==> src/bds_pkg.sv <==
`default_nettype none

package bds_pkg;

  // Request codes carried on the input channel.
  typedef enum logic [2:0] {
    REQ_PUSH_FRONT = 3'd0,
    REQ_PUSH_BACK  = 3'd1,
    REQ_POP_FRONT  = 3'd2,
    REQ_POP_BACK   = 3'd3,
    REQ_CLEAR      = 3'd4,
    REQ_DUMP_FWD   = 3'd5,
    REQ_DUMP_BWD   = 3'd6
  } req_t;

  // Status codes reported with every result.
  localparam logic [1:0] ST_OK    = 2'd0;
  localparam logic [1:0] ST_EMPTY = 2'd1;
  localparam logic [1:0] ST_FULL  = 2'd2;

  // Controller states, one-hot.
  typedef enum logic [3:0] {
    S_IDLE = 4'b0001,
    S_RESP = 4'b0010,
    S_DRD  = 4'b0100,
    S_DOUT = 4'b1000
  } state_t;

  // Commands from the controller to the datapath.
  typedef struct packed {
    logic start;      // request accepted: perform it now
    logic dump_rd;    // issue the store read for the current dump entry
    logic load_resp;  // load the single result into the output register
    logic load_dump;  // load one dump result and step to the next entry
  } ctl_cmd_t;

  // Status from the datapath to the controller.
  typedef struct packed {
    logic dump_go;    // the offered request is a dump of a non-empty queue
    logic dump_last;  // the current dump entry is the final one
    logic out_free;   // the output register can take a beat this cycle
  } dp_stat_t;

endpackage

`default_nettype wire

==> src/bds_ram.sv <==
`default_nettype none

module bds_ram #(
  parameter int WIDTH = 32,
  parameter int DEPTH = 64
) (
  input  wire logic                     clk,
  input  wire logic                     we,
  input  wire logic [$clog2(DEPTH)-1:0] waddr,
  input  wire logic [WIDTH-1:0]         wdata,
  input  wire logic                     re,
  input  wire logic [$clog2(DEPTH)-1:0] raddr,
  output logic      [WIDTH-1:0]         rdata
);

  logic [WIDTH-1:0] mem_r [DEPTH];
  logic [WIDTH-1:0] rdata_r;

  // One write port and one registered read port.
  always_ff @(posedge clk) begin
    if (we) begin
      mem_r[waddr] <= wdata;
    end
    if (re) begin
      rdata_r <= mem_r[raddr];
    end
  end

  assign rdata = rdata_r;

endmodule

`default_nettype wire

==> src/bds_ctrl.sv <==
`default_nettype none

module bds_ctrl (
  input  wire logic              clk,
  input  wire logic              rst_n,
  input  wire logic              in_valid,
  output logic                   in_ready,
  input  wire bds_pkg::dp_stat_t stat,
  output bds_pkg::ctl_cmd_t      cmd
);

  import bds_pkg::*;

  state_t st_r;
  state_t st_nxt;

  // Next state and commands for the datapath.
  always_comb begin
    st_nxt        = st_r;
    cmd           = '0;
    in_ready      = 1'b0;
    case (st_r)
      S_IDLE: begin
        in_ready = 1'b1;
        if (in_valid) begin
          cmd.start = 1'b1;
          st_nxt    = stat.dump_go ? S_DRD : S_RESP;
        end
      end
      S_RESP: begin
        if (stat.out_free) begin
          cmd.load_resp = 1'b1;
          st_nxt        = S_IDLE;
        end
      end
      S_DRD: begin
        cmd.dump_rd = 1'b1;
        st_nxt      = S_DOUT;
      end
      S_DOUT: begin
        if (stat.out_free) begin
          cmd.load_dump = 1'b1;
          st_nxt        = stat.dump_last ? S_IDLE : S_DRD;
        end
      end
      default: begin
        st_nxt = S_IDLE;
      end
    endcase
  end

  // State register.
  always_ff @(posedge clk) begin
    if (!rst_n) begin
      st_r <= S_IDLE;
    end else begin
      st_r <= st_nxt;
    end
  end

endmodule

`default_nettype wire

==> src/bds_dp.sv <==
`default_nettype none

module bds_dp #(
  parameter int DEPTH      = 64,
  parameter int DATA_WIDTH = 32
) (
  input  wire logic               clk,
  input  wire logic               rst_n,
  input  wire bds_pkg::ctl_cmd_t  cmd,
  output bds_pkg::dp_stat_t       stat,
  input  wire logic [2:0]         in_req_type,
  input  wire logic signed [31:0] in_push_value,
  output logic                    out_valid,
  input  wire logic               out_ready,
  output logic [1:0]              out_status,
  output logic signed [31:0]      out_value,
  output logic [6:0]              out_occupancy,
  output logic                    out_is_empty,
  output logic                    out_last
);

  import bds_pkg::*;

  localparam int IDX_W = $clog2(DEPTH);
  localparam int CNT_W = $clog2(DEPTH + 1);
  localparam logic [IDX_W:0]   DEPTH_W  = (IDX_W + 1)'(DEPTH);
  localparam logic [CNT_W-1:0] DEPTH_C  = CNT_W'(DEPTH);
  localparam logic [IDX_W-1:0] LAST_IDX = IDX_W'(DEPTH - 1);

  logic [IDX_W-1:0]      front_r, front_nxt;
  logic [CNT_W-1:0]      count_r, count_nxt;
  logic [IDX_W-1:0]      k_r;
  req_t                  req_r;
  logic [1:0]            status_r, status_nxt;
  logic                  out_valid_r;
  logic [1:0]            out_status_r;
  logic signed [31:0]    out_value_r;
  logic [6:0]            out_occupancy_r;
  logic                  out_is_empty_r;
  logic                  out_last_r;

  req_t                  req;
  logic                  is_full, is_zero;
  logic [IDX_W-1:0]      cnt_idx, cnt_m1, front_dec, front_inc;
  logic [IDX_W-1:0]      dump_pos, dump_addr;
  logic                  we, re;
  logic [IDX_W-1:0]      waddr, raddr;
  logic [63:0]           push_ext;
  logic [DATA_WIDTH-1:0] wdata, rdata;
  logic [63:0]           rd_ext;
  logic                  pop_ok;

  // Slot of an offset from a base, wrapped at the store depth.
  function automatic logic [IDX_W-1:0] wrap_slot(input logic [IDX_W-1:0] base,
                                                 input logic [IDX_W-1:0] off);
    logic [IDX_W:0] sum;
    sum = {1'b0, base} + {1'b0, off};
    if (sum >= DEPTH_W) begin
      sum = sum - DEPTH_W;
    end
    return sum[IDX_W-1:0];
  endfunction

  // Queue conditions and neighbouring slots.
  always_comb begin
    req       = req_t'(in_req_type);
    is_full   = (count_r == DEPTH_C);
    is_zero   = (count_r == '0);
    cnt_idx   = count_r[IDX_W-1:0];
    cnt_m1    = cnt_idx - IDX_W'(1);
    front_dec = (front_r == '0) ? LAST_IDX : front_r - IDX_W'(1);
    front_inc = (front_r == LAST_IDX) ? '0 : front_r + IDX_W'(1);
    dump_pos  = (req_r == REQ_DUMP_FWD) ? k_r : cnt_m1 - k_r;
    dump_addr = wrap_slot(front_r, dump_pos);
  end

  // Word widths between the 32-bit ports and the stored words.
  always_comb begin
    push_ext = {{32{in_push_value[31]}}, in_push_value};
    wdata    = push_ext[DATA_WIDTH-1:0];
    rd_ext   = {64{rdata[DATA_WIDTH-1]}};
    rd_ext[DATA_WIDTH-1:0] = rdata;
  end

  // Request execution: pointer updates and store accesses.
  always_comb begin
    front_nxt  = front_r;
    count_nxt  = count_r;
    status_nxt = ST_OK;
    we         = 1'b0;
    waddr      = front_dec;
    re         = 1'b0;
    raddr      = dump_addr;
    if (cmd.start) begin
      case (req)
        REQ_PUSH_FRONT: begin
          if (is_full) begin
            status_nxt = ST_FULL;
          end else begin
            we        = 1'b1;
            waddr     = front_dec;
            front_nxt = front_dec;
            count_nxt = count_r + CNT_W'(1);
          end
        end
        REQ_PUSH_BACK: begin
          if (is_full) begin
            status_nxt = ST_FULL;
          end else begin
            we        = 1'b1;
            waddr     = wrap_slot(front_r, cnt_idx);
            count_nxt = count_r + CNT_W'(1);
          end
        end
        REQ_POP_FRONT: begin
          if (is_zero) begin
            status_nxt = ST_EMPTY;
          end else begin
            re        = 1'b1;
            raddr     = front_r;
            front_nxt = front_inc;
            count_nxt = count_r - CNT_W'(1);
          end
        end
        REQ_POP_BACK: begin
          if (is_zero) begin
            status_nxt = ST_EMPTY;
          end else begin
            re        = 1'b1;
            raddr     = wrap_slot(front_r, cnt_m1);
            count_nxt = count_r - CNT_W'(1);
          end
        end
        REQ_CLEAR: begin
          front_nxt = '0;
          count_nxt = '0;
        end
        REQ_DUMP_FWD, REQ_DUMP_BWD: begin
          if (is_zero) begin
            status_nxt = ST_EMPTY;
          end
        end
        default: begin
        end
      endcase
    end else if (cmd.dump_rd) begin
      re    = 1'b1;
      raddr = dump_addr;
    end
  end

  // Status back to the controller.
  always_comb begin
    stat.dump_go   = ((req == REQ_DUMP_FWD) || (req == REQ_DUMP_BWD)) && !is_zero;
    stat.dump_last = (k_r == cnt_m1);
    stat.out_free  = !out_valid_r || out_ready;
  end

  assign pop_ok = ((req_r == REQ_POP_FRONT) || (req_r == REQ_POP_BACK)) &&
                  (status_r == ST_OK);

  // Element store.
  bds_ram #(
    .WIDTH (DATA_WIDTH),
    .DEPTH (DEPTH)
  ) u_ram (
    .clk   (clk),
    .we    (we),
    .waddr (waddr),
    .wdata (wdata),
    .re    (re),
    .raddr (raddr),
    .rdata (rdata)
  );

  // Queue pointers and the output beat flag.
  always_ff @(posedge clk) begin
    if (!rst_n) begin
      front_r     <= '0;
      count_r     <= '0;
      out_valid_r <= 1'b0;
    end else begin
      front_r <= front_nxt;
      count_r <= count_nxt;
      if (cmd.load_resp || cmd.load_dump) begin
        out_valid_r <= 1'b1;
      end else if (out_ready) begin
        out_valid_r <= 1'b0;
      end
    end
  end

  // Request context, dump position and the output beat payload.
  always_ff @(posedge clk) begin
    if (cmd.start) begin
      req_r    <= req;
      status_r <= status_nxt;
      k_r      <= '0;
    end
    if (cmd.load_resp) begin
      out_status_r    <= status_r;
      out_value_r     <= pop_ok ? rd_ext[31:0] : '0;
      out_occupancy_r <= 7'(count_r);
      out_is_empty_r  <= is_zero;
      out_last_r      <= 1'b1;
    end
    if (cmd.load_dump) begin
      out_status_r    <= ST_OK;
      out_value_r     <= rd_ext[31:0];
      out_occupancy_r <= 7'(count_r);
      out_is_empty_r  <= is_zero;
      out_last_r      <= stat.dump_last;
      k_r             <= k_r + IDX_W'(1);
    end
  end

  assign out_valid     = out_valid_r;
  assign out_status    = out_status_r;
  assign out_value     = out_value_r;
  assign out_occupancy = out_occupancy_r;
  assign out_is_empty  = out_is_empty_r;
  assign out_last      = out_last_r;

`ifndef NO_ASSERTIONS
  // The occupancy never exceeds the store depth.
  a_count_bound: assert property (@(posedge clk) disable iff (!rst_n)
    count_r <= DEPTH_C) else $error("occupancy above depth");

  // The front slot always lies inside the store.
  a_front_bound: assert property (@(posedge clk) disable iff (!rst_n)
    front_r <= LAST_IDX) else $error("front slot outside store");

  // A result is only loaded when the output register can take it.
  a_load_free: assert property (@(posedge clk) disable iff (!rst_n)
    (cmd.load_resp || cmd.load_dump) |-> stat.out_free)
    else $error("output beat overwritten");

  // Dump reads only happen while the queue holds entries.
  a_dump_nonempty: assert property (@(posedge clk) disable iff (!rst_n)
    cmd.dump_rd |-> !is_zero) else $error("dump read of empty queue");

  // A clear leaves an empty queue with the front at slot zero.
  a_clear: assert property (@(posedge clk) disable iff (!rst_n)
    (cmd.start && (req == REQ_CLEAR)) |=> (count_r == '0) && (front_r == '0))
    else $error("clear did not empty the queue");
`endif

endmodule

`default_nettype wire

==> src/bounded_deque_store.sv <==
// Bounded double-ended queue of signed words held in a circular store.
// Input channel (in_valid/in_ready): one request per beat, in_req_type selects
// push front/back, pop front/back, clear, or dump forward/backward, and
// in_push_value carries the word for a push.
// Output channel (out_valid/out_ready): status, popped or dumped word,
// occupancy after the request, empty flag and last marker. Push, pop, clear
// and unused codes give one beat with out_last set; a dump gives one beat per
// entry, the final one marked by out_last, or a single empty-status beat.
// Sequencing: a single-result request passes through the response state,
// where its result is loaded into the output register, before the next
// request is taken. A dump reads each entry through the registered read port
// of the element store and loads it before the next entry is read.
// When the receiver stalls, the result sits in the output register and the
// controller waits; a new request is still accepted while the last beat of the
// previous one waits to be taken.
// Reset empties the queue and points the front at slot zero; the store
// contents are left as they are and are never read before being written.
`default_nettype none

module bounded_deque_store #(
  parameter int DEPTH      = 64,
  parameter int DATA_WIDTH = 32
) (
  input  wire logic               clk,
  input  wire logic               rst_n,
  input  wire logic               in_valid,
  output logic                    in_ready,
  input  wire logic [2:0]         in_req_type,
  input  wire logic signed [31:0] in_push_value,
  output logic                    out_valid,
  input  wire logic               out_ready,
  output logic [1:0]              out_status,
  output logic signed [31:0]      out_value,
  output logic [6:0]              out_occupancy,
  output logic                    out_is_empty,
  output logic                    out_last
);

  import bds_pkg::*;

  ctl_cmd_t cmd;
  dp_stat_t stat;

  // Sequencing of requests and dump entries.
  bds_ctrl u_ctrl (
    .clk      (clk),
    .rst_n    (rst_n),
    .in_valid (in_valid),
    .in_ready (in_ready),
    .stat     (stat),
    .cmd      (cmd)
  );

  // Pointers, element store and output register.
  bds_dp #(
    .DEPTH      (DEPTH),
    .DATA_WIDTH (DATA_WIDTH)
  ) u_dp (
    .clk           (clk),
    .rst_n         (rst_n),
    .cmd           (cmd),
    .stat          (stat),
    .in_req_type   (in_req_type),
    .in_push_value (in_push_value),
    .out_valid     (out_valid),
    .out_ready     (out_ready),
    .out_status    (out_status),
    .out_value     (out_value),
    .out_occupancy (out_occupancy),
    .out_is_empty  (out_is_empty),
    .out_last      (out_last)
  );

endmodule

`default_nettype wire
==> config.mk <==
export PLATFORM = sky130hd
export DESIGN_NAME = bounded_deque_store
export DESIGN_NICKNAME = d
export VERILOG_FILES = /design/src/bds_pkg.sv /design/src/bds_ram.sv /design/src/bds_ctrl.sv /design/src/bds_dp.sv /design/src/bounded_deque_store.sv
export SDC_FILE = /design/constraint.sdc
export NUM_CORES = 2
export LEC_CHECK = 0
export BUFFER_PORTS_ARGS = -buffer_cell sky130_fd_sc_hd__buf_2
export CORE_UTILIZATION = 63
export DETAILED_ROUTE_END_ITERATION = 7
export GPL_ROUTABILITY_DRIVEN = 0
export HOLD_SLACK_MARGIN = 0.05
export PLACE_DENSITY = 0.81
export SLEW_MARGIN = 15
export SYNTH_ARGS = -nofsm -noshare
export SYNTH_HDL_FRONTEND = slang
export SYNTH_SLANG_ARGS = --single-unit
==> constraint.sdc <==
create_clock -name clk -period 5.61 [get_ports clk]
set_input_delay 0.561 -clock clk [delete_from_list [all_inputs] [get_ports clk]]
set_output_delay 0.561 -clock clk [all_outputs]
set_load 0.01 [all_outputs]
==> results.md <==
* Status: finished, violations left
* Violated checks: design-rule violations
* Net count, final at 4888
* Root Driver: clkbuf_16
* FMAX at 183.9 MHz
* Most common cell in the netlist: edfxtp_1
* Core Region at 131800 sq um
* Clk pin slew, worst setup/hold paths at 0.07 ns
* Met3 routed WL at 33950 um
* Final Instance Area at 94820 sq um
* Top delay family on crit path: compound AO/OA/AOI/OAI gates
* Complex-gate fraction of the synthesized area at 2.813%
* Clock H-tree levels at 4
* Unique masters post-synth at 64
* Post-route minimum period at 5.438 ns
* Synth top area share at 76.27%
* Sequential share of the synthesized area at 76.75%
* Post-synth top cells: edfxtp_1, nand2_1, mux4_2
* Die H at 367.0 um
* All-Layer GR Usage at 35.01%
* Initial Utilization at 63.69%
* Internal Pwr Total at 0.02832 W
* Async S/R FF share, synth at 0%
* I/O pins at 84
* Max Cap Viol at 0
* Setup slack after placement at 0.3159 ns
* Synth top area cells: edfxtp_1, mux4_2, nand2_1
* Worst Skew at 0.02998 ns
* Worst Path Buf+Inv at 4
* Simple logic cell fraction of the synthesized area at 6.451%
* Syn Std Cell Area at 83940 sq um
* Area taken by multi-input logic gates at 19070 sq um
* Most frequent cell on the critical path: ha_1
* Met2 routed WL at 111100 um
* Gate Count Post-Synth at 4587
* Dpl hpwl at 127000 um
* Synth Area in XOR/XNOR at 0.3443%
* Power density over cell area at 426.5 nW/um^2
* Crit path max fanout at 28
* Flops & latches, synth at 2152
* Vias in the first global route at 47387
* Final setup vio count at 0
* CP max-delay cell: dfxtp_1
* Warnings from Yosys at 0
* Clock power frac at 33.2%
* Post-synth EDFFs at 2132
* Fin. max-slew vios at 0
* WL per Instance at 34.96 um
* Antenna violations before repair at 13
* Hold Startpoint: in_valid
* Mux share of post-synthesis cell area at 11.77%
* Main combinational cell family by area after synthesis: multiplexers
* Slew HR at 18.23%
* Port Buf Inserts at 83
* Routed Antenna Nets at 0
* Flop-to-flop setup slack at 0.17 ns
* Filler cell count at 7127
* Switching Fraction at 29.99%
* First-pass GRT wire length at 335300 um
* Largest stage delay on the critical path at 0.50 ns
* Worst setup path class: flip-flop to flip-flop
* FF-to-FF End: u_dp.u_ram.rdata[15]
* Die Wd at 367.0 um
* R2R depth at 21
* CP Data Arrival Time at 6.03 ns
* Leak pwr at 30.70 nW
* Largest net degree at the start of global routing at 104
* WL met1 at 78530 um
* CTS tree: done
* Peak VDD IR at 0.0003122 V
* Synth area leader: edfxtp_1
* Crit share post-route at 96.93%
* Placed inst area at 88210 sq um
* Final WL at 235900 um
* Cell Rows at 133
* Worst skew pair latency at 0.87 ns
* Top Metal Used: met5
* Area growth, synth to finish at 12.97%
* Syn Nets at 4660
* Iteration-0 DRC Markers at 8962
* Worst Slack Setup Final at 0.1724 ns
* Reg area at 64420 sq um
* Hold Path Cell Cnt at 3
* CP Capture Type: flip-flop
* Synthesized area per cell at 18.30 sq um
* Gr ovfl total at 0
* Share of layout cells above drive strength 1 at 20.77%
* Ys flop type: edfxtp_1
* Seq pwr share at 44.2%
* Final total power at 0.04045 W
* Hold WC Path Type: primary input to flip-flop
* Adder-Cell Fraction of Synth Area at 0.5515%
* Worst r2r src: u_dp.count_r[0]
* Max Buffers Root-to-Sink at 3
* Routed vias at 48779
* Worst Hold End: u_ctrl.st_r[2]
* Combinational power share at 22.6%
* Full die area at 134700 sq um
* Worst setup SP type: flip-flop
* Worst-path cell chain: inv_1 > ha_1 > inv_1 > ha_1 > nor2b_1 > o21ai_0 > or3b_2 > nand2_1 > a21oi_1 > ha_1 > nor2_1 > a21oi_1 > xnor2_1 > a2bb2oi_4 > buf_4 > nor3_2 > buf_4 > a22oi_1 > nand4b_1 > o32ai_2 > nor2_1
* P_sw at 0.01213 W
* Clk sinks at 2152
* # DRC at 5
* Final core utilization at 71.95%
* Final hold vios at 0
* Critical path data required time at 6.20 ns
* Worst-Margin Slew at 1.226 ns
* Vias/cell at 7.229
* Drt pass-1 iters at 8
* CTS buffer count at 201
[through the flow]
step	TNS [ns]	hold WS, ns	cells
5_1_grt	-0.07971	0.1156	6740
3_5_place_dp	0	0.4846	6355
3_3_place_gp	0	0.4735	6355
4_1_cts	0	0.07062	6729
2_1_floorplan	0	0.4766	4587
6_report	0	0.1270	6748
[timing repair]
item,4_1_cts,5_1_grt
hold buffers,3,0
resized for setup,0,4
hold endpoints to repair,6,0
setup buffers,0,4
endpoints found under the setup margin,0,8
[kinds of logic after synthesis]
group | count (synthesis)
compound gates | 365
xor+xnor | 33
fa+ha+maj | 34
buf+inv | 272
flops | 2152
mux | 492
simple gates | 1239
[sequential cells by signal (all words and copies together) (netlist names)]
signal	cells
u_dp.u_ram.mem_r	2048
u_dp.out_value	32
u_dp.u_ram.rdata	32
u_dp.count_r	7
u_dp.out_occupancy	7
u_dp.front_r	6
u_dp.k_r	6
u_ctrl.st_r	4
u_dp.req_r	3
u_dp.out_status	2
u_dp.status_r	2
u_dp.out_is_empty	1
u_dp.out_last	1
u_dp.out_valid	1
[cells in the final DEF, fill, tap and decap left out, types with 16 or more instances in the layout]
| master | netlist | routed |
|---|---|---|
| bufinv_16 | 0 | 16 |
| clkinv_2 | 0 | 36 |
| nand3_1 | 283 | 283 |
| a22oi_1 | 53 | 53 |
| o22ai_1 | 20 | 20 |
| a21oi_1 | 115 | 114 |
| nor3_1 | 27 | 24 |
| mux2i_1 | 92 | 90 |
| buf_4 | 2 | 132 |
| o21ai_0 | 49 | 49 |
| mux4_2 | 395 | 395 |
| dfxtp_1 | 20 | 20 |
| xnor2_1 | 22 | 22 |
| ha_1 | 29 | 29 |
| and3_1 | 27 | 27 |
| clkbuf_16 | 0 | 202 |
| clkbuf_1 | 146 | 44 |
| clkinv_1 | 0 | 49 |
| a31oi_1 | 32 | 32 |
| nor2_1 | 147 | 79 |
| buf_2 | 67 | 70 |
| inv_1 | 27 | 27 |
| edfxtp_1 | 2132 | 2132 |
| nor2b_1 | 37 | 37 |
| nand2_1 | 660 | 660 |
| nor2_4 | 0 | 66 |
| buf_12 | 0 | 64 |
[per-layer routing]
metal / track usage (%) / up-vias
met3: 9.369 / 904
met5: 0.4630 / -
met4: 14.74 / 16
li1: - / 18703
met2: 54.33 / 4806
met1: 47.59 / 24350
[power groups by stage]
stage / sequential [W] / clock, W / combinational (W)
3_5_place_dp: 0.0182 / 0 / 0.00845
5_1_grt: 0.0179 / 0.0140 / 0.00941
3_3_place_gp: 0.0182 / 0 / 0.00823
6_report: 0.0179 / 0.0134 / 0.00914
4_1_cts: 0.0179 / 0.0134 / 0.00875
2_1_floorplan: 0.0182 / 0 / 0.00520
[tightest hold or removal path, cell delays in order]
cell      delay [ns]
buf_2           0.13
o211ai_1        0.18
nor3_1          0.06
[worst max-delay path by stage]
stage,slack [ns],from,endpoint,cells after the start
2_1_floorplan,1.16,u_dp.count_r[0],u_dp.u_ram.rdata[29],20
3_3_place_gp,0.50,u_dp.count_r[0],u_dp.u_ram.rdata[4],18
3_5_place_dp,0.32,u_dp.count_r[0],u_dp.u_ram.rdata[4],18
4_1_cts,0.16,u_dp.count_r[0],u_dp.u_ram.rdata[22],18
5_1_grt,-0.06,u_dp.count_r[1],u_dp.u_ram.rdata[15],21
6_report,0.17,u_dp.count_r[0],u_dp.u_ram.rdata[15],21
[final cells by class]
type,count,share of cell area (%)
inverter,27,0.1069
sequential,2152,67.94
clock buffer,246,5.505
multi-input combinational,2164,20.11
timing repair buffer,269,2.797
tap,1755,2.316
antenna,10,0.02639
clock inverter,125,1.196
Power figures use the tool's default switching activity.
